<file path="config.mk">
export PLATFORM = sky130hd
export DESIGN_NAME = lbpm_div
export DESIGN_NICKNAME = d
export VERILOG_FILES = /design/src/hdl/lbpm_pkg.sv /design/src/hdl/lbpm_div.sv
export SDC_FILE = /design/constraint.sdc
export NUM_CORES = 1
export LEC_CHECK = 0
export BUFFER_PORTS_ARGS = -buffer_cell sky130_fd_sc_hd__buf_2
export CAP_MARGIN = 20
export CORE_MARGIN = 3
export CORE_UTILIZATION = 49
export DETAILED_ROUTE_END_ITERATION = 12
export MAX_ROUTING_LAYER = met4
export PLACE_DENSITY = 0.83
export SLEW_MARGIN = 10
export SYNTH_ARGS = -nofsm -noshare
export SYNTH_HDL_FRONTEND = slang
export SYNTH_SLANG_ARGS = --single-unit
</file>
<file path="constraint.sdc">
create_clock -name clk_i -period 2.88 [get_ports clk_i]
set_input_delay 0.288 -clock clk_i [delete_from_list [all_inputs] [get_ports clk_i]]
set_output_delay 0.288 -clock clk_i [all_outputs]
set_load 0.1 [all_outputs]
</file>
<file path="src/hdl/lbpm_pkg.sv">
// shared types and constants of the latency budget percentile monitor
// no dependencies
`timescale 1ns / 1ps
`default_nettype none

package lbpm_pkg;

  localparam int unsigned LAT_W       = 32;
  localparam int unsigned SUM_W       = 64;
  localparam int unsigned CNT_W       = 32;
  localparam int unsigned MEAN_W      = 40;
  localparam int unsigned FRAC_W      = 8;
  localparam int unsigned STORED_W    = 11;
  localparam int unsigned CMD_W       = 2;
  localparam int unsigned CFG_IDX_W   = 2;
  localparam int unsigned DIVIDEND_W  = SUM_W + FRAC_W;
  localparam int unsigned DIVISOR_W   = 32;
  localparam int unsigned DIV_CNT_W   = $clog2(DIVIDEND_W + 1);
  localparam int unsigned DEF_RING_DEPTH = 1024;

  localparam logic [LAT_W-1:0]    BUDGET_RST    = 32'd1000;
  localparam logic [STORED_W-1:0] RING_SIZE_RST = 11'd1024;

  // floor(99 * m / 100) as (m * RANK_MUL) >> RANK_SHIFT, with
  // RANK_MUL = 99 * ceil(2^32 / 100); exact for every fill count in range
  localparam int unsigned  RANK_SHIFT = 32;
  localparam logic [31:0]  RANK_MUL   = 32'd4252017627;

  typedef enum logic [CMD_W-1:0] {
    CMD_CHECK  = 2'd0,
    CMD_RECORD = 2'd1,
    CMD_CLEAR  = 2'd2,
    CMD_NONE   = 2'd3
  } cmd_e;

  typedef enum logic [CFG_IDX_W-1:0] {
    REG_BUDGET    = 2'd0,
    REG_RING_SIZE = 2'd1
  } reg_idx_e;

  typedef enum logic [2:0] {
    ST_IDLE,
    ST_RANK,
    ST_SELWAIT,
    ST_MDIV,
    ST_MWAIT,
    ST_DONE
  } state_e;

  typedef struct packed {
    logic             done;
    logic [LAT_W-1:0] value;
  } sel_rsp_t;

  typedef struct packed {
    logic                  done;
    logic [DIVIDEND_W-1:0] quotient;
  } div_rsp_t;

endpackage

`default_nettype wire

</file>
<file path="src/hdl/lbpm_div.sv">
// restoring divider, one quotient bit per cycle
// depends on lbpm_pkg
`timescale 1ns / 1ps
`default_nettype none

module lbpm_div import lbpm_pkg::*; (
  input  wire logic                  clk_i,
  input  wire logic                  rst_ni,
  input  wire logic                  start_i,
  input  wire logic [DIVIDEND_W-1:0] dividend_i,
  input  wire logic [DIVISOR_W-1:0]  divisor_i,
  output div_rsp_t                   rsp_o
);

  logic                  busy_q, busy_d;
  logic                  done_q, done_d;
  logic [DIV_CNT_W-1:0]  cnt_q, cnt_d;
  logic [DIVIDEND_W-1:0] acc_q, acc_d;
  logic [DIVISOR_W-1:0]  rem_q, rem_d;
  logic [DIVISOR_W-1:0]  den_q, den_d;
  logic [DIVISOR_W:0]    shifted;
  logic                  fits;

  assign shifted = {rem_q, acc_q[DIVIDEND_W-1]};
  assign fits    = shifted >= {1'b0, den_q};

  always_comb begin
    busy_d = busy_q;
    done_d = 1'b0;
    cnt_d  = cnt_q;
    acc_d  = acc_q;
    rem_d  = rem_q;
    den_d  = den_q;
    if (start_i) begin
      busy_d = 1'b1;
      cnt_d  = DIV_CNT_W'(DIVIDEND_W);
      acc_d  = dividend_i;
      rem_d  = '0;
      den_d  = divisor_i;
    end else if (busy_q) begin
      rem_d = fits ? DIVISOR_W'(shifted - {1'b0, den_q}) : shifted[DIVISOR_W-1:0];
      acc_d = {acc_q[DIVIDEND_W-2:0], fits};
      cnt_d = cnt_q - 1'b1;
      if (cnt_q == DIV_CNT_W'(1)) begin
        busy_d = 1'b0;
        done_d = 1'b1;
      end
    end
  end

  always_ff @(posedge clk_i or negedge rst_ni) begin
    if (!rst_ni) begin
      busy_q <= 1'b0;
      done_q <= 1'b0;
      cnt_q  <= '0;
    end else begin
      busy_q <= busy_d;
      done_q <= done_d;
      cnt_q  <= cnt_d;
    end
  end

  always_ff @(posedge clk_i) begin
    acc_q <= acc_d;
    rem_q <= rem_d;
    den_q <= den_d;
  end

  assign rsp_o.done     = done_q;
  assign rsp_o.quotient = acc_q;

endmodule

`default_nettype wire

</file>
==> After elaboration in Yosys (flattened, before gate mapping) <==
Index checks and enable logic that the tools add are counted.
{ "totals": {"regBits": 145, "elab_cells": 22, "out_inout_bits": 73, "input_bits": 107} }
{ "op_classes": {"muxes": 11, "reduce_logical": 1, "n_eq_ne": 1, "n_lt_le_gt_ge": 1, "add_sub_neg": 2} }
{ "op_table": {"columns": ["op", "count"], "rows": [
  ["$mux 72", 2],
  ["$ge 33x32->1", 1],
  ["$mux 32", 1],
  ["$sub 32x32->32", 1],
  ["$mux 7", 2],
  ["$eq 7x1->1 const B", 1],
  ["$sub 7x1->7 const B", 1],
  ["$mux 1", 6],
  ["$reduce_bool 2->1", 1]
]} }

==> Longest topological paths before layout <==
Gate-level depths: netlist of run 1.
{ "depth": {"depth_word": 4, "depth_mapped": 12, "depth_no_buf": 11} }

==> Worst setup path after synthesis of run 1 <==
Ideal clock, no wire load.
{ "synth_path": {"kind": "reg-to-reg", "from": "reg acc_q[71]", "to": "reg rem_q[26]", "path_buffers": 0, "path_stages_with_launch": 12, "required_time_ns": 2.789, "slack_ns": -0.384, "setup_time_ns": 0.091, "period_less_slack_ns": 3.264, "arrival_ns": 3.173, "cell_sequence": "edfxtp_1 -> inv_1 -> ha_1 -> fa_1 -> nand2b_1 -> a21o_1 -> a211o_1 -> and2_1 -> o2111ai_1 -> xor2_1 -> nand2_1 -> a311oi_1"} }
{ "synth_between": {"elab_chain_cells": 2, "elab_cells_between_ends": 3, "classes_between": "1 x add/sub; 1 x order compare; 1 x mux"} }
{ "synth_rtl": {"columns": ["item", "line", "rtl"], "rows": [
  ["start, declared", "lbpm_div.sv:18", "logic [DIVIDEND_W-1:0] acc_q, acc_d;"],
  ["start signal, assigned", "lbpm_div.sv:64", "acc_q <= acc_d;"],
  ["$sub 32x32->32 or $ge 33x32->1 (tied branches)", "lbpm_div.sv:41, lbpm_div.sv:25", null],
  ["$mux 32 *", "lbpm_div.sv:41", "rem_d = fits ? DIVISOR_W'(shifted - {1'b0, den_q}) : shifted[DIVISOR_W-1:0];"],
  ["end signal, assigned", "lbpm_div.sv:65", "rem_q <= rem_d;"],
  ["end, declared", "lbpm_div.sv:19", "logic [DIVISOR_W-1:0] rem_q, rem_d;"]
]} }
Every way passes the cells marked *; elsewhere a longest branch is shown, timed or not.
A chain may end at the register's enable or synchronous reset.

==> Worst setup path after layout of run 1 <==
{ "layout_path": {"from": "reg den_q[0]", "to": "reg rem_q[16]"} }
{ "layout_between": {"elab_chain_cells": 2, "elab_cells_between_ends": 3, "classes_between": "1 x add/sub; 1 x order compare; 1 x mux"} }
{ "layout_rtl": {"columns": ["item", "line", "rtl"], "rows": [
  ["start, declared", "lbpm_div.sv:20", "logic [DIVISOR_W-1:0] den_q, den_d;"],
  ["start signal, assigned", "lbpm_div.sv:66", "den_q <= den_d;"],
  ["$sub 32x32->32 or $ge 33x32->1 (tied branches)", "lbpm_div.sv:41, lbpm_div.sv:25", null],
  ["$mux 32 *", "lbpm_div.sv:41", null]
]} }
Marks and branches as above.

==> results of run 1 <==
[state kept, by name, summed over array words and instances (netlist names)]
name    count
acc_q      72
den_q      32
rem_q      32
cnt_q       7
busy_q      1
done_q      1
[metrics by stage]
stage	instance area [um2]	instances	util, %	setup slack, ns	hold slack, ns
after detailed placement	9000	1057	58.4	0.0848	0.157
final	9670	1094	62.7	0.126	0.0259
after global routing	9670	1094	62.7	0.00406	0.0138
after floorplan	7910	696	-	-0.172	-0.00759
after global placement	9000	1057	58.4	0.176	0.152
after CTS	9610	1090	62.3	0.0639	0.0142
[critical path, cell delays in order (launching register included)]
cell	delay [ns]
edfxtp_1	0.42
ha_4	0.19
fa_2	0.35
nand2b_4	0.16
a21o_1	0.23
a21oi_1	0.27
o41ai_2	0.15
o31ai_1	0.34
xor2_1	0.20
mux2i_1	0.11
a211oi_1	0.25
[per-layer routing]
metal / routed length (um) / up-vias
met5: 0 / -
met4: 240 / 0
met3: 1320 / 17
met2: 9650 / 200
met1: 7780 / 2887
li1: - / 2935
[worst max-delay path by stage]
stage / start / to / slack, ns / cells after the start
6_report: den_q[0] / rem_q[16] / 0.13 / 10
5_1_grt: den_q[20] / rem_q[0] / 0.004 / 10
4_1_cts: den_q[10] / rem_q[0] / 0.06 / 10
3_5_place_dp: den_q[10] / rem_q[0] / 0.08 / 10
3_3_place_gp: den_q[12] / rem_q[0] / 0.18 / 10
2_1_floorplan: acc_q[71] / rem_q[26] / -0.17 / 11
[kinds of logic (layout without fill, tap and decap cells)]
kind of cell	Yosys count	after routing
xor gates and xnor gates	32	32
buffers and inverters	84	269
DFF	145	145
other	0	2
and+or+nand+nor	170	170
AOI/OAI and AO/OA	139	139
muxes	91	91
adders and majority gates	35	35
[final cells by class]
type | count | area [um2] | area share (%)
diodes | 2 | 5.00 | 0.0517
clock buffers | 17 | 425 | 4.40
clock inverters | 15 | 169 | 1.75
inverters | 47 | 176 | 1.82
multi-input cells | 467 | 3620 | 37.4
flip-flops and latches | 145 | 3990 | 41.2
well taps | 211 | 264 | 2.73
repair buffers | 190 | 1020 | 10.6
[cells in the final DEF, fill, tap and decap left out, drive strengths merged, types with 4 or more instances in the layout]
master,count
a211oi,25
a21o,6
a21oi,37
a311oi,8
and3,4
buf,189
clkbuf,17
clkinv,6
clkinvlp,4
dfrtp,9
dfxtp,32
edfxtp,104
ha,34
inv,52
mux2,73
mux2i,18
nand2,42
nand3,12
nand4,14
nor2,59
nor3,11
nor4,7
o21ai,25
o21bai,5
o31ai,4
or2,4
xnor2,24
xor2,8
[Yosys cell counts (6+ instances only)]
library cell / number
edfxtp_1: 104
mux2_2: 72
nor2_1: 58
inv_1: 46
nand2_1: 42
a21oi_1: 35
ha_1: 34
dfxtp_1: 32
a211oi_1: 24
xnor2_1: 24
clkbuf_1: 22
o21ai_0: 22
mux2i_1: 18
nand4_1: 13
nand3_1: 12
nor3_1: 11
dfrtp_1: 9
a311oi_1: 8
buf_2: 8
xor2_1: 8
a21o_1: 6
nor4_1: 6
[repair_timing]
action | 4_1_cts | 5_1_grt
resized for setup | 0 | 11
hold buffers | 1 | 0
buffers inserted | 0 | 2
endpoints found under the hold margin | 9 | 0
setup endpoints to repair | 0 | 21
[power by group through the flow]
stage / logic [W] / clock network, W / registers, W
6_report: 0.00145 / 0.00217 / 0.00251
5_1_grt: 0.00152 / 0.00229 / 0.00253
4_1_cts: 0.00145 / 0.00221 / 0.00251
3_5_place_dp: 0.00144 / 0 / 0.00255
3_3_place_gp: 0.00142 / 0 / 0.00255
2_1_floorplan: 0.000400 / 0 / 0.00332
==> summary.txt, run 1 <==
CTS
  – CTS clock-pin slew for the worst setup and hold paths: 0.07 ns
  – CTS Sinks: 145
  – CTS root buffer: clkbuf_16
  – Clock latency on the worst-skew pair: 0.43 ns
  – Max H-tree Level: 4
  – TritonCTS Buffers: 17
  – CTS tree: yes
  – Bufs on Longest Clock Path: 2

Power
  – Sw Share: 35.9%
  – Combinational share of power: 23.6%
  – Pwr Total: 0.00613 W
  – P_sw: 0.00220 W
  – Peak supply drop: 0.647 mV
  – Power share of the clock group: 35.4%
  – Pwr/cell area: 633 mW/mm2
  – Flop pwr share: 41.0%
  – LEAKAGE: 4.06 nW
  – P_int: 0.00393 W

STA
  – Final period util: 95.6%
  – Setup violators final: 0
  – Worst Max-Slew Pin Slew: 0.784 ns
  – Slew margin rel.: 47.7%
  – Max-slew violation count: 0
  – Fin. Hold Viols: 0
  – Min Tclk post-route: 2.75 ns
  – Setup_tns: 0 ns
  – Clock skew: 0.0155 ns
  – Max Freq: 363 MHz
  – RSZ-0062 raised after global routing: false

Setup path
  – R2r endpoint: rem_q[16]
  – Required time worst endpoint: 3.22 ns
  – Reg2reg start: den_q[0]
  – Crit path max fanout: 4
  – Cells on worst reg2reg path: 10
  – Crit. End Element: flip-flop
  – CP Data Arrival Time: 3.10 ns
  – Crit start category: flip-flop
  – FF-to-FF setup slack: 0.13 ns
  – Setup CP Type: flip-flop to flip-flop

Floorplanning
  – I/O Pins: 180
  – Die area: 0.0176 mm2
  – Cell Rows: 45
  – Core box area: 0.0154 mm2
  – Die Width: 133 um
  – Initial core utilization: 50.9%
  – Die span in y: 133 um

Global routing
  – Met1 GRT Util: 26.3%
  – Largest net degree at the start of global routing: 142
  – GRT met2 Usage: 37.1%
  – All-Layer GR Usage: 22.1%
  – Met3 Use GR: 6.35%
  – Vias in the first global route: 6121
  – First-pass GRT wire length: 30400 um
  – Congestion Overflow GR: 0
  – GRT busiest layer: met2
  – Initial antenna violation count: 2

Synth
  – Syn avg cell area: 11.3 um2
  – Yosys Warn Count: 0
  – Synth Register Bits: 145
  – Largest family of logic cells by synthesized area: multiplexers
  – Post-synth top flop: edfxtp_1
  – Synth top area share: 39.8%
  – Post-synth net total: 838
  – Post-synth EDFFs: 104
  – Area share of and/or/nand/nor cells after synthesis: 10.7%
  – Asr flop ratio synth: 6.21%
  – Top post-synthesis cells by area: edfxtp_1, mux2_2, dfxtp_1
  – Cell area after synthesis: 0.00786 mm2
  – XOR/XNOR Fraction of Synth Area: 3.57%
  – Post-synth top area cell: edfxtp_1
  – Mux share of post-synthesis cell area: 12.8%
  – Seq/Total Area, Yosys: 50.8%
  – Compound-cell area share of the yosys netlist: 12.0%
  – Synth Area in Adders: 5.67%
  – Cells after synthesis: 696
  – Unique masters post-synth: 67

Cells and area
  – Area growth syn-to-layout: 23.2%
  – # nets final: 1010
  – Proportion of layout cells with a drive suffix above 1: 37.1%
  – FILL cells: 1267

Place
  – DP HPWL: 13600 um
  – RePlAce Congestion: 0.926
  – I/O Buffers: 179

Flow run
  – Max-cap violation count: 0

Drt
  – Total routed wirelength: 19000 um
  – Post-route ant nets: 0
  – Drt wl/cell: 17.4 um
  – First-pass iteration count of the detailed router: 5
  – Drt via density: 5.52
  – Vias: 6039
  – DRC: 0
  – Initial DRC count: 363

Min path
  – WHS Path Cells: 1
  – Worst hold path startpoint: divisor_i[10]
  – Worst hold path type: input pin to flip-flop
  – Worst Hold Path EP: den_q[10]

Outcome
  – Outcome: completed
(Power assumes the default switching activity.)
==> run 2, diff against run 1 <==
--- a/config.mk
+++ b/config.mk
@@ -8,10 +8,10 @@
 export BUFFER_PORTS_ARGS = -buffer_cell sky130_fd_sc_hd__buf_2
 export CAP_MARGIN = 20
 export CORE_MARGIN = 3
-export CORE_UTILIZATION = 49
+export CORE_UTILIZATION = 45
 export DETAILED_ROUTE_END_ITERATION = 12
 export MAX_ROUTING_LAYER = met4
-export PLACE_DENSITY = 0.83
+export PLACE_DENSITY = 0.75
 export SLEW_MARGIN = 10
 export SYNTH_ARGS = -nofsm -noshare
 export SYNTH_HDL_FRONTEND = slang
==> constraint.sdc (replaced) <==
create_clock -name clk_i -period 3.5 [get_ports clk_i]
set_input_delay 0.35 -clock clk_i [delete_from_list [all_inputs] [get_ports clk_i]]
set_output_delay 0.35 -clock clk_i [all_outputs]
set_load 0.1 [all_outputs]
==> summary.txt, run 2 (synthesis gave the netlist of run 1 again) <==
CTS
  – CTS Sinks: 145
  – CTS clock-pin slew for the worst setup and hold paths: 0.07 ns
  – Max H-tree Level: 4
  – Post-CTS setup buffer count: 0
  – Bufs on Longest Clock Path: 2
  – CTS root buffer: clkbuf_16
  – CTS tree: yes
  – TritonCTS Buffers: 17
  – Clock latency on the worst-skew pair: 0.43 ns
  – Hold buffers post-CTS: 1
  – Post-CTS sizing: 0

Setup path
  – Setup CP Type: flip-flop to flip-flop
  – Required time worst endpoint: 3.76 ns
  – CP Data Arrival Time: 3.31 ns
  – Reg2reg start: den_q[22]
  – Crit path max fanout: 20
  – Crit path launch: den_q[22]
  – Crit start category: flip-flop
  – Crit. End Element: flip-flop

Power
  – P_sw: 0.00179 W
  – Pwr/cell area: 527 mW/mm2
  – P_int: 0.00323 W
  – Flop pwr share: 41.2%
  – Power share of the clock group: 35.5%
  – Sw Share: 35.7%
  – LEAKAGE: 4.01 nW
  – Combinational share of power: 23.4%
  – Peak supply drop: 0.397 mV

Drt
  – Drt wl/cell: 16.8 um
  – Initial DRC count: 356
  – Total routed wirelength: 18400 um
  – Drt via density: 5.38
  – DRC: 0
  – Vias: 5908
  – Post-route ant nets: 0
  – First-pass iteration count of the detailed router: 4

Place
  – DP HPWL: 13200 um
  – I/O Buffers: 179
  – Pre-CTS setup slack: 0.456 ns
  – RePlAce Congestion: 0.865

STA
  – Max Freq: 329 MHz
  – Setup_tns: 0 ns
  – Slew margin rel.: 36.6%
  – Worst Max-Slew Pin Slew: 0.951 ns
  – Final period util: 86.9%
  – Max-slew violation count: 0
  – Fin. Hold Viols: 0
  – Final WS setup: 0.457 ns
  – Clock skew: 0.0101 ns
  – Setup violators final: 0
  – Min Tclk post-route: 3.04 ns
  – RSZ-0062 raised after global routing: false

Cells and area
  – # nets final: 1006
  – Commonest non-fill, non-tap cell in the layout: buf_2
  – Max reg flops: 72
  – Proportion of layout cells with a drive suffix above 1: 34.8%
  – Area growth syn-to-layout: 21.2%
  – FILL cells: 1471
  – Top reg by flops: acc_q
  – Commonest non-fill, non-tap cells in the layout: buf_2, edfxtp_1, mux2_2
  – Leading registers by flop count: acc_q (72), den_q (32), rem_q (32)

Floorplanning
  – Die area: 0.0191 mm2
  – Initial core utilization: 46.7%
  – Die span in y: 138 um
  – Core box area: 0.0168 mm2
  – Die Width: 138 um
  – I/O Pins: 180
  – Cell Rows: 47

Global routing
  – Largest net degree at the start of global routing: 142
  – First-pass GRT wire length: 30700 um
  – Initial antenna violation count: 1
  – Vias in the first global route: 6134
  – All-Layer GR Usage: 20.2%
  – Congestion Overflow GR: 0

Min path
  – Worst hold path startpoint: divisor_i[7]
  – Worst hold path type: input pin to flip-flop

Flow run
  – Max-cap violation count: 0

Outcome
  – Outcome: completed
[run 2: changes by cell type in the layout (fill, tap and decap cells not counted), sizes merged]
cell      previous run  this run
diode                2         1
buf                189       185
inv                 52        55
clkinvlp             4         1
[run 2: critical path, stage by stage, from the launching register on]
cell      delay, ns
edfxtp_1       0.33
inv_1          0.05
ha_1           0.41
nand4_1        0.28
nor4_4         0.30
nand3_1        0.14
o211ai_2       0.13
o32ai_2        0.15
nor2_4         0.53
buf_4          0.28
mux2i_1        0.20
a211oi_1       0.10
[run 2: worst paths after layout]
| path | slack (ns) | to | cells after the start |
|---|---|---|---|
| min reg2reg | 0.51 | rem_q[3] | 2 |
| max in group asynchronous | 3.00 | busy_q | 2 |
| max reg2reg | 0.46 | rem_q[15] | 11 |
| min | 0.1 | den_q[7] | 1 |
| min in group asynchronous | 0.31 | cnt_q[0] | 2 |
| max | 0.46 | rem_q[15] | 11 |
[run 2: power by group through the flow]
stage / Sequential [W] / Clock (W) / Combinational [W]
2_1_floorplan: 0.00273 / 0 / 0.000323
5_1_grt: 0.00208 / 0.00190 / 0.00123
6_report: 0.00207 / 0.00178 / 0.00117
3_5_place_dp: 0.00210 / 0 / 0.00117
4_1_cts: 0.00207 / 0.00183 / 0.00118
3_3_place_gp: 0.00210 / 0 / 0.00116
[run 2: layout make-up]
type / count / area (um2) / share of cell area (%)
diodes: 1 / 2.50 / 0.0263
clock buffers: 17 / 425 / 4.47
clock inverters: 15 / 161 / 1.69
inverters: 47 / 176 / 1.85
multi-input cells: 467 / 3530 / 37.0
flip-flops and latches: 145 / 3990 / 41.9
well taps: 220 / 275 / 2.89
repair buffers: 186 / 966 / 10.1
[run 2: layer usage]
metal	wire, um	track usage [%]
met1	8020	25.1
met5	0	-
met4	312	5.98
met2	8910	32.3
met3	1180	5.90
[run 2: per-stage QoR]
stage,hold WS (ns),cells,utilization (%),power (W),area (um2)
after floorplan,0.0544,696,-,0.00305,7860
after global placement,0.213,1064,53.1,0.00326,8920
after detailed placement,0.217,1064,53.1,0.00328,8920
after CTS,0.0732,1097,56.6,0.00507,9520
after global routing,0.0679,1098,56.6,0.00522,9520
final,0.0974,1098,56.6,0.00502,9520
