--- src/hdl/lbpm_pkg.sv ---
// shared types and constants of the latency budget percentile monitor
// no dependencies
`timescale 1ns / 1ps
`default_nettype none

package lbpm_pkg;

  localparam int unsigned LAT_W       = 32;
  localparam int unsigned SUM_W       = 64;
  localparam int unsigned CNT_W       = 32;
  localparam int unsigned MEAN_W      = 40;
  localparam int unsigned FRAC_W      = 8;
  localparam int unsigned STORED_W    = 11;
  localparam int unsigned CMD_W       = 2;
  localparam int unsigned CFG_IDX_W   = 2;
  localparam int unsigned DIVIDEND_W  = SUM_W + FRAC_W;
  localparam int unsigned DIVISOR_W   = 32;
  localparam int unsigned DIV_CNT_W   = $clog2(DIVIDEND_W + 1);
  localparam int unsigned DEF_RING_DEPTH = 1024;

  localparam logic [LAT_W-1:0]    BUDGET_RST    = 32'd1000;
  localparam logic [STORED_W-1:0] RING_SIZE_RST = 11'd1024;

  // floor(99 * m / 100) as (m * RANK_MUL) >> RANK_SHIFT, with
  // RANK_MUL = 99 * ceil(2^32 / 100); exact for every fill count in range
  localparam int unsigned  RANK_SHIFT = 32;
  localparam logic [31:0]  RANK_MUL   = 32'd4252017627;

  typedef enum logic [CMD_W-1:0] {
    CMD_CHECK  = 2'd0,
    CMD_RECORD = 2'd1,
    CMD_CLEAR  = 2'd2,
    CMD_NONE   = 2'd3
  } cmd_e;

  typedef enum logic [CFG_IDX_W-1:0] {
    REG_BUDGET    = 2'd0,
    REG_RING_SIZE = 2'd1
  } reg_idx_e;

  typedef enum logic [2:0] {
    ST_IDLE,
    ST_RANK,
    ST_SELWAIT,
    ST_MDIV,
    ST_MWAIT,
    ST_DONE
  } state_e;

  typedef struct packed {
    logic             done;
    logic [LAT_W-1:0] value;
  } sel_rsp_t;

  typedef struct packed {
    logic                  done;
    logic [DIVIDEND_W-1:0] quotient;
  } div_rsp_t;

endpackage

`default_nettype wire

--- src/hdl/lbpm_sel.sv ---
// rank selection by value bisection, one ring entry compared per cycle
// depends on lbpm_pkg
`timescale 1ns / 1ps
`default_nettype none

module lbpm_sel import lbpm_pkg::*; #(
  parameter int unsigned RING_DEPTH = DEF_RING_DEPTH,
  localparam int unsigned AW = (RING_DEPTH > 1) ? $clog2(RING_DEPTH) : 1,
  localparam int unsigned CW = $clog2(RING_DEPTH + 1)
) (
  input  wire logic             clk_i,
  input  wire logic             rst_ni,
  input  wire logic             start_i,
  input  wire logic [CW-1:0]    count_i,
  input  wire logic [CW-1:0]    rank_i,
  output logic      [AW-1:0]    raddr_o,
  input  wire logic [LAT_W-1:0] rdata_i,
  output sel_rsp_t              rsp_o
);

  logic             busy_q, busy_d;
  logic             done_q, done_d;
  logic             vld_q, vld_d;
  logic [CW-1:0]    idx_q, idx_d;
  logic [CW-1:0]    le_q, le_d;
  logic [CW-1:0]    n_q, n_d;
  logic [CW-1:0]    k_q, k_d;
  logic [LAT_W-1:0] lo_q, lo_d;
  logic [LAT_W-1:0] hi_q, hi_d;
  logic [LAT_W-1:0] mid;
  logic [LAT_W-1:0] nlo, nhi;

  assign mid     = lo_q + ((hi_q - lo_q) >> 1);
  assign nlo     = (le_q > k_q) ? lo_q : mid + 1'b1;
  assign nhi     = (le_q > k_q) ? mid : hi_q;
  assign raddr_o = idx_q[AW-1:0];

  always_comb begin
    busy_d = busy_q;
    done_d = 1'b0;
    vld_d  = 1'b0;
    idx_d  = idx_q;
    le_d   = le_q;
    n_d    = n_q;
    k_d    = k_q;
    lo_d   = lo_q;
    hi_d   = hi_q;
    if (start_i) begin
      busy_d = 1'b1;
      idx_d  = '0;
      le_d   = '0;
      n_d    = count_i;
      k_d    = rank_i;
      lo_d   = '0;
      hi_d   = '1;
    end else if (busy_q) begin
      if (idx_q != n_q) begin
        idx_d = idx_q + 1'b1;
        vld_d = 1'b1;
      end
      if (vld_q && (rdata_i <= mid)) begin
        le_d = le_q + 1'b1;
      end
      // pass over all entries finished: halve the value interval
      if ((idx_q == n_q) && !vld_q) begin
        lo_d  = nlo;
        hi_d  = nhi;
        idx_d = '0;
        le_d  = '0;
        if (nlo >= nhi) begin
          busy_d = 1'b0;
          done_d = 1'b1;
        end
      end
    end
  end

  always_ff @(posedge clk_i or negedge rst_ni) begin
    if (!rst_ni) begin
      busy_q <= 1'b0;
      done_q <= 1'b0;
      vld_q  <= 1'b0;
      idx_q  <= '0;
    end else begin
      busy_q <= busy_d;
      done_q <= done_d;
      vld_q  <= vld_d;
      idx_q  <= idx_d;
    end
  end

  always_ff @(posedge clk_i) begin
    le_q <= le_d;
    n_q  <= n_d;
    k_q  <= k_d;
    lo_q <= lo_d;
    hi_q <= hi_d;
  end

  assign rsp_o.done  = done_q;
  assign rsp_o.value = lo_q;

endmodule

`default_nettype wire

--- config.mk ---
export PLATFORM = sky130hd
export DESIGN_NAME = lbpm_sel
export DESIGN_NICKNAME = d
export VERILOG_FILES = /design/src/hdl/lbpm_pkg.sv /design/src/hdl/lbpm_sel.sv
export SDC_FILE = /design/constraint.sdc
export NUM_CORES = 1
export LEC_CHECK = 0
export ABC_AREA = 1
export BUFFER_PORTS_ARGS = -buffer_cell sky130_fd_sc_hd__buf_2
export CORE_MARGIN = 4
export CORE_UTILIZATION = 55
export DETAILED_ROUTE_END_ITERATION = 7
export PLACE_DENSITY = 0.77
export RECOVER_POWER = 50
export REMOVE_ABC_BUFFERS = 1
export SLEW_MARGIN = 20
export SYNTH_ARGS = -nofsm -noshare
export SYNTH_HDL_FRONTEND = slang
export SYNTH_SLANG_ARGS = --single-unit
--- constraint.sdc ---
create_clock -name clk_i -period 13.95 [get_ports clk_i]
set_input_delay 0 -clock clk_i [delete_from_list [all_inputs] [get_ports clk_i]]
set_output_delay 0 -clock clk_i [all_outputs]
set_load 0.005 [all_outputs]
Word level (Yosys, flattened, before mapping)
Index checks and enable logic that the tools add are counted.
Widths: inputs -> output; s select.
{ "classes": {"n_addsub": 5, "multipliers": 0, "n_div": 0, "magnitude_cmp": 3, "eq_ne": 2, "n_shift": 0, "n_mux": 19, "n_bitwise": 0, "n_reduce_logical": 9} }
{ "op_table": {"columns": ["operator", "n"], "rows": [
  ["$mux 11", 6],
  ["$mux 32", 2],
  ["$add 32x1->32 const B", 1],
  ["$add 32x31->32", 1],
  ["$ge 32x32->1", 1],
  ["$le 32x32->1", 1],
  ["$sub 32x32->32", 1],
  ["$add 11x1->11 const B", 2],
  ["$eq 11x11->1", 1],
  ["$gt 11x11->1", 1],
  ["$mux 1", 11],
  ["$ne 11x11->1", 1],
  ["$reduce_and 2->1", 3],
  ["$reduce_bool 2->1", 2],
  ["$reduce_bool 3->1", 1],
  ["$logic_and 1x1->1", 2],
  ["$logic_not 1->1", 1]
]} }
{ "totals": {"reg_bits": 111, "latchBits": 0, "ram_bits": 0, "romBits": 0, "inputBits": 57, "output_inout_bits": 43, "word_cells": 47, "n_memories": 0} }

Longest topological paths before layout
Gate-level depths: netlist of run 1.
{ "logic_depth": {"depth_word": 9, "mapped_depth": 40, "ltp_nobuf": 40} }

Worst setup path after synthesis of run 1
Ideal clock, no wire load.
{ "synth_path": {"path_type": "register to register", "startpoint": "register lo_q[2]", "endpoint": "register le_q[9]", "setup_ns": 0.113, "arrival_time_ns": 4.995, "required_time_ns": 13.837, "setup_slack_ns": 8.842, "path_stages_with_launch": 41, "path_buffers": 1, "synth_period_minus_slack_ns": 5.108, "cell_sequence": "dfxtp_1 > inv_1 > ha_1 > a21oi_1 > o21ai_1 > nand2_1 > o211ai_1 > a21boi_1 > o21ai_0 > a21boi_0 > inv_1 > a21oi_1 > o21bai_1 > xor2_1 > ha_1 > nand2_1 > nor2_1 > inv_1 > [5 not listed] > or2_2 > nand2_1 > ha_1 > nand4_1 > inv_1 > nand3_1 > inv_1 > nand4_1 > nor2_1 > nor2_1 > nand3_1 > nand2_1 > nand2_2 > nand2_4 > buf_6 > nand2_1 > nand2_1 > nor2_1"} }
{ "synth_via": {"elab_chain_cells": 6} }
{ "synth_rtl": {"columns": ["element", "line_no", "rtl"], "rows": [
  ["start, declared", "lbpm_sel.sv:28", "logic [LAT_W-1:0] lo_q, lo_d;"],
  ["start signal, assigned", "lbpm_sel.sv:96", "lo_q <= lo_d;"],
  ["$sub 32x32->32", "lbpm_sel.sv:33", "assign mid = lo_q + ((hi_q - lo_q) >> 1);"],
  ["$add 32x31->32 (*)", "lbpm_sel.sv:33", null],
  ["$le 32x32->1 (*)", "lbpm_sel.sv:61", "if (vld_q && (rdata_i <= mid)) begin"],
  ["$logic_and 1x1->1 (*)", "lbpm_sel.sv:61", null],
  ["$reduce_bool 2->1 (no source line) (*)", null, null],
  ["$reduce_and 2->1 (no source line) (*)", null, null],
  ["end signal, assigned", "lbpm_sel.sv:93", "le_q <= le_d;"],
  ["end, declared", "lbpm_sel.sv:25", "logic [CW-1:0] le_q, le_d;"]
]} }
Every way passes the cells marked *; elsewhere a longest branch is shown, timed or not.
A chain may end at the register's enable or synchronous reset.

Worst setup path after layout of run 1
{ "layout_path": {"startpoint": "register lo_q[2]", "endpoint": "register busy_q"} }
{ "layout_via": {"elab_chain_cells": 9, "elab_cells_between_ends": 10, "classes_between": "add/sub (3); order compare (1); mux (6)"} }
{ "layout_rtl": {"columns": ["element", "line_no", "rtl"], "rows": [
  ["$sub 32x32->32", "lbpm_sel.sv:33", null],
  ["$add 32x31->32 (*)", "lbpm_sel.sv:33", null],
  ["$add 32x1->32 (*)", "lbpm_sel.sv:34", "assign nlo = (le_q > k_q) ? lo_q : mid + 1'b1;"],
  ["$mux 32 (*)", "lbpm_sel.sv:34", null],
  ["named net nlo[22]", "lbpm_sel.sv:31", "logic [LAT_W-1:0] nlo, nhi;"],
  ["$ge 32x32->1 (*)", "lbpm_sel.sv:70", "if (nlo >= nhi) begin"],
  ["$mux 1 (*)", "lbpm_sel.sv:70", null],
  ["$mux 1 (*)", "lbpm_sel.sv:65", "if ((idx_q == n_q) && !vld_q) begin"],
  ["$mux 1 (*)", "lbpm_sel.sv:56", "end else if (busy_q) begin"],
  ["$mux 1 (*)", "lbpm_sel.sv:48", "if (start_i) begin"],
  ["named net busy_d", "lbpm_sel.sv:21", "logic busy_q, busy_d;"],
  ["end signal, assigned", "lbpm_sel.sv:85", "busy_q <= busy_d;"],
  ["end, declared", "lbpm_sel.sv:21", null]
]} }
The timed path passes the listed nets; every way through them passes the cells marked *.

==> summary.txt, run 1 <==
Outcome
  – Status: complete, but fails checks
  – Failing checks: max-capacitance violations, max-slew violations

Clocking
  – H-tree depth: 3
  – CTS root buf: clkbuf_16
  – Clk slew on worst S/H paths: 0.09 ns
  – Setup Fix Bufs, Post-CTS: 0
  – CTS tree: done
  – CTS buffer count: 9
  – Clk_lat worst skew: 0.38 ns
  – Clock Sinks: 111
  – Clk buf depth: 2

Drt
  – DRT iter0 DRCs: between 800 and 900
  – Routed Antenna Nets: 0
  – Routed WL per cell: 16.10 um
  – Vias: 11,890
  – Final wirelength: 34.31 mm
  – DRC: 0
  – Via-to-Cell Ratio: between 5 and 6
  – Pre-antenna DRT Iters: 5

Timing
  – Slew margin rel.: -1.371%
  – Hold Violations, Final: 0
  – Tmin final: 7.322 ns
  – Fin crit share: 52.48%
  – RSZ-0062 raised after global routing: false
  – Post-route worst setup slack: 6.628 ns
  – Fmax: ~140 MHz
  – Final Skew: around 0.017 ns
  – Setup TNS: 0 ns
  – Max-slew violation count: 26
  – Tightest Pin Transition: roughly 1.5 ns
  – Final setup vio count: 0

Synthesis
  – Syn Std Cell Area: ~11,000 um2
  – Synth Register Bits: around 110
  – Netlist cell types: 53
  – Seq/Total Area, Yosys: 21.97%
  – Most common cell in the netlist: nand2_1
  – Commonest cells in the netlist: nand2_1 (429), inv_1 (260), nor2_1 (168)
  – Synth top area cells: ha_1 (15%), nand2_1 (14%), dfxtp_1 (13%)
  – Area share of the largest cell type after synthesis: between 10% and 20%
  – Syn. warnings: 0
  – Post-synth EDFFs: 22
  – Asr flop ratio synth: 12.61%
  – Post-synth top area cell: ha_1
  – Synth Flop Type: dfxtp_1
  – Syn avg cell area: ~6.5 um2
  – Synth Instances: 1,759

Cells and area
  – Storage element area: 2512 um2
  – Share of layout cells above drive strength 1: 8.920%
  – Non-Filler Instances: 2,131
  – Layout net count: 2,054
  – FILL cells: 1,963
  – # diodes: 0
  – Cell area after layout: 12,620 um2
  – Multi-input gate area: 7719 um2
  – Synthesis-to-finish area growth: 10.37%

Power and ir drop
  – Int Pwr: 501.4 uW
  – Sw Ratio: 30.09%
  – Leakage: 0.006604 uW
  – PwrDens: about 57 nW/um2
  – Maximum VDD drop: 0.05136 mV
  – Combinational Power Share: about an eighth
  – P_sw: approximately 220 uW
  – Reg power frac: 47.6%
  – Clk network pwr share: between 40% and 50%

Critical path
  – Slowest stage delay, CP: approximately 0.40 ns
  – Buf+Inv Stages, Crit Path: 2
  – Slowest cell on crit path: ha_1
  – Worst EP required: about 14 ns
  – Most used cell, CP: nand2_1
  – FF-to-FF Start: lo_q[2]
  – Cell class contributing the biggest share of worst-path delay: simple AND/OR/NAND/NOR gates
  – Worst-path maximum fanout: 5
  – Crit end category: register
  – CP Launch Type: register
  – Worst Path Arrival: 7.57 ns
  – Crit path from: lo_q[2]
  – Crit Path Category: reg2reg

Placement
  – Placed cell areas: 12,110 um2
  – Hpwl dp: approximately 27 mm
  – DP Worst Slack: 6.843 ns
  – Placed Cells: 2,092
  – GP Congestion: 1.034
  – IO Port Bufs: 99

Die
  – Core area: 20,360 um2
  – Placement Rows: 52
  – I/O Pins: 100
  – Die area: between 20,000 and 25,000 um2
  – Die Wd: 152.2 um
  – Initial Util: 56.16%
  – Chip height: 152.2 um

Global route
  – Vias in the first global route: about 11,000
  – Pin count of the biggest net entering global routing: 61
  – Tot GR Track Use: 29.19%
  – Initial antenna violation count: 0
  – First-pass GRT wire length: ~56 mm
  – GR Overflow Total: 0

Job
  – Max-cap viol count: 1

Hold path
  – HP Class: in2async
[logic make-up after synthesis]
kind of cell / synth area share, %
compound gates: 16.11
xor+xnor: 5.426
fa+ha+maj: 15.56
buf+inv: 10.64
flops: 21.97
simple gates: 30.29
[cells in the final DEF (no fill, tap or decap), types with 21 or more instances in the layout]
cell type,count
clkbuf_1,25
nand4_1,40
nor2_1,168
buf_2,73
ha_1,139
a21oi_1,105
inv_1,259
dlygate4sd3_1,23
nor3_1,21
edfxtp_1,22
o21ai_0,127
nand3_1,78
dfxtp_1,75
xor2_1,37
nand2_1,427
[per-layer routing]
metal	vias to the layer above	GRT usage [%]	part of all wire (%)
met1	5436	38.27	44
li1	5966	-	-
met3	70	4.601	6.1
met4	0	9.461	3.1
met5	-	0	0
met2	418	49.39	47
[registers in the layout, indices dropped and copies added (netlist names)]
register	count
hi_q	32
lo_q	32
idx_q	11
k_q	11
le_q	11
n_q	11
busy_q	1
done_q	1
vld_q	1
[power by group through the flow]
stage	registers, uW	clock network (uW)	logic, uW
after detailed placement	348	0	83.6
after global routing	342	304	102
after floorplan	347	0	53.1
final	341	287	89.2
after CTS	341	291	89.0
after global placement	348	0	80.5
[metrics by stage]
step	utilization (%)	hold slack (ns)	total power [uW]
floorplan	-	-0.2956	400.1
global route	61.99	0.2928	747.4
global placement	59.47	-0.08525	428.4
finish	61.99	0.2112	717.2
CTS	62.15	0.05861	721.0
detailed placement	59.47	-0.08490	432.0
[timing repair]
item,in CTS,in global routing
gates resized for setup,0,0
endpoints found under the hold margin,36,0
hold buffers,23,0
[worst reg2reg max path: cells and delay by family (launching register included)]
kind / cells / cell delay, ns
AO/OA/AOI/OAI: 9 / 2.08
XOR/XNOR: 1 / 0.10
adder cells (fa/ha/maj): 3 / 1.04
buffers and inverters: 2 / 0.26
flip-flops: 1 / 0.38
AND/OR/NAND/NOR: 22 / 3.34
[layout make-up]
cell class,instances,share of cell area [%]
Multi-Input combinational cell,1338,61.15
Clock inverter,7,0.7037
Inverter,269,7.999
Clock buffer,9,1.784
Tap cell,270,2.676
Timing Repair Buffer,127,5.788
Sequential cell,111,19.90
[worst paths after layout]
check	slack (ns)	endpoint	cells past startpoint
min in group clk_i	0.33	k_q[6]	2
max in group asynchronous	13.25	idx_q[10]	2
max	6.63	busy_q	37
max reg2reg	6.63	busy_q	37
min reg2reg	0.52	le_q[7]	2
min	0.21	idx_q[5]	2
No activity file was read; power rests on OpenSTA's default activity.
==> inputs of run 2 (changes only) <==
--- a/config.mk
+++ b/config.mk
@@ -10,7 +10,7 @@
 export CORE_MARGIN = 4
 export CORE_UTILIZATION = 55
 export DETAILED_ROUTE_END_ITERATION = 7
-export PLACE_DENSITY = 0.77
+export PLACE_DENSITY = 0.8
 export RECOVER_POWER = 50
 export REMOVE_ABC_BUFFERS = 1
 export SLEW_MARGIN = 20
==> constraint.sdc (replaced) <==
create_clock -name clk_i -period 6.3 [get_ports clk_i]
set_input_delay 0 -clock clk_i [delete_from_list [all_inputs] [get_ports clk_i]]
set_output_delay 0 -clock clk_i [all_outputs]
set_load 0.005 [all_outputs]
==> summary.txt, run 2 (same netlist as run 1, synthesis figures left out) <==
Placement
  – IO Port Bufs: 99 (unchanged)
  – Placed Cells: 2,123 (+1.5%)
  – GP Congestion: 1.058 (+2.3%)
  – Placed cell areas: 12,340 um2 (+1.9%)
  – Hpwl dp: 28.25 mm (+2.8%)

Cells and area
  – Cell area after layout: 13,260 um2 (+5.0%)
  – Most frequent cells in the layout: nand2_1 (419), inv_1 (258), nor2_1 (158)
  – Share of layout cells above drive strength 1: 15.26% (+6.3 points)
  – Multi-input gate area: 8015 um2 (+3.8%)
  – Largest registers: hi_q x32, lo_q x32
  – Storage element area: 2519 um2 (+0.25%)
  – Synthesis-to-finish area growth: 15.92%
  – Layout net count: 2,093 (+1.9%)
  – FILL cells: 1,869 (-4.8%)
  – Non-Filler Instances: 2,171 (+1.9%)
  – Most common cell after layout, fill and taps aside: nand2_1

Die
  – Placement Rows: 52 (unchanged)
  – Die Wd: 152.2 um (unchanged)
  – I/O Pins: 100 (unchanged)
  – Die area: 23,170 um2 (unchanged)
  – Core area: 20,360 um2 (unchanged)
  – Chip height: 152.2 um (unchanged)
  – Initial Util: 56.16% (unchanged)

Timing
  – Setup TNS: 0 ns (unchanged)
  – Final setup vio count: 0 (unchanged)
  – Tmin final: 6.135 ns (-1.187 ns)
  – Max-slew violation count: 0 (-100%)
  – Hold Violations, Final: 0 (unchanged)
  – Fin crit share: 97.38% (+45 points)
  – Slew margin rel.: 48.01% (+49 points)
  – Tightest Pin Transition: 0.7798 ns (-0.7407 ns)
  – Fmax: 163.0 MHz (+19%)
  – Final Skew: 0.01623 ns (-0.0006036 ns)

Clocking
  – CTS tree: done
  – Clock Sinks: 111 (unchanged)
  – Clk buf depth: 2 (unchanged)
  – CTS buffer count: 9 (unchanged)
  – Clk_lat worst skew: 0.38 ns (about the same)
  – CTS root buf: clkbuf_16
  – H-tree depth: 3 (unchanged)
  – Clk slew on worst S/H paths: 0.10 ns (about the same)

Global route
  – Pin count of the biggest net entering global routing: 60 (-1.6%)
  – GR Overflow Total: 0 (unchanged)
  – Tot GR Track Use: 29.75% (+0.56 points)
  – First-pass GRT wire length: 57.33 mm (+1.9%)
  – Initial antenna violation count: 0 (unchanged)
  – Vias in the first global route: 11,431 (+1.3%)

Drt
  – Pre-antenna DRT Iters: 5 (unchanged)
  – DRC: 0 (unchanged)
  – Via-to-Cell Ratio: 5.578 (about the same)
  – Routed Antenna Nets: 0 (unchanged)
  – Final wirelength: 35.90 mm (+4.6%)
  – Vias: 12,110 (+1.9%)
  – DRT iter0 DRCs: 818 (-7.0%)
  – Routed WL per cell: 16.53 um (+2.7%)

Critical path
  – CP Launch Type: register
  – Slowest stage delay, CP: 0.40 ns (about the same)
  – Worst EP required: 6.54 ns (-7.66 ns)
  – Worst-path maximum fanout: 5 (unchanged)
  – Crit Path Category: reg2reg
  – Worst Path Arrival: 6.37 ns (-1.20 ns)
  – Most used cell, CP: nand2_1
  – Slowest cell on crit path: dfxtp_2
  – Crit end category: register

Power and ir drop
  – Maximum VDD drop: 0.1322 mV (+160%)
  – PwrDens: 120.4 nW/um2 (+110%)
  – Leakage: 0.006964 uW (+5.5%)

Job
  – Max-cap viol count: 0 (-1)

Hold path
  – HP Class: in2reg

Outcome
  – Status: completed
[run 2: cell types whose count changed in the layout (fill, tap and decap cells not counted), moves of 6 or more]
| cell | change |
|---|---|
| o21ai_2 | +6 |
| buf_4 | +39 |
| buf_2 | +24 |
| nor2_1 | -10 |
| a21oi_1 | -7 |
| nand2_2 | +6 |
| ha_1 | -6 |
| nor2_4 | +7 |
| clkbuf_1 | -23 |
| a21oi_2 | +7 |
| nand2_1 | -8 |
[run 2: metrics by stage]
stage	setup slack, ns	hold WS (ns)	utilization, %	power, uW
4_1_cts	0.009720	0.05692	63.58	1588
6_report	0.1652	0.1340	65.10	1596
2_1_floorplan	1.163	-0.2956	-	885.8
3_5_place_dp	-0.4454	-0.08041	60.62	956.3
3_3_place_gp	-0.4385	-0.08842	60.62	949.5
5_1_grt	-0.08037	0.1592	65.09	1651
[run 2: power by group]
part / internal, uW / total, uW / switching [uW]
registers: 744 / 756 / 11.7
logic: 76.5 / 203 / 127
clock network: 292 / 637 / 345
[run 2: final timing paths]
path                          start  endpoint  slack, ns  depth (start not counted)
min                         start_i   le_q[1]       0.13                          2
min reg2reg                hi_q[22]  hi_q[22]       0.52                          2
max in group asynchronous    rst_ni    busy_q       5.59                          2
max                         lo_q[5]    busy_q       0.17                         40
min in group asynchronous    rst_ni  idx_q[0]       0.21                          2
max reg2reg                 lo_q[5]    busy_q       0.17                         40
[run 2: cell type report]
class	count	area share, %
multi-input cells	1338	60.46
flip-flops and latches	111	19.00
repair buffers	166	7.946
inverters	269	7.616
well taps	270	2.548
clock buffers	9	1.699
clock inverters	7	0.7173
diodes	1	0.01888
[run 2: what timing repair did]
| item | in CTS | in global routing |
|---|---|---|
| setup endpoints to repair | 2 | 13 |
| hold buffers | 23 | 0 |
| resized for setup | 14 | 65 |
| pin swaps | 2 | 15 |
| endpoints found under the hold margin | 36 | 0 |
| buffers inserted | 3 | 5 |
[run 2: routing by layer]
metal	up-vias	wire length, um	share of wire, %	global-route usage (%)
met2	430	16740	47	50.11
met4	0	1178	3.3	10.96
met5	-	0	0	0
met3	77	2424	6.8	4.402
met1	5560	15560	43	38.84
li1	6043	-	-	-
[run 2: worst max-delay path, delay by kind of cell, from the launching register on]
kind / cells / cell delay, ns
AOI/OAI and AO/OA: 6 / 0.95
xor gates and xnor gates: 2 / 0.47
adders and majority gates: 3 / 1.07
buffers and inverters: 8 / 0.79
DFF: 1 / 0.40
and+or+nand+nor: 21 / 2.29
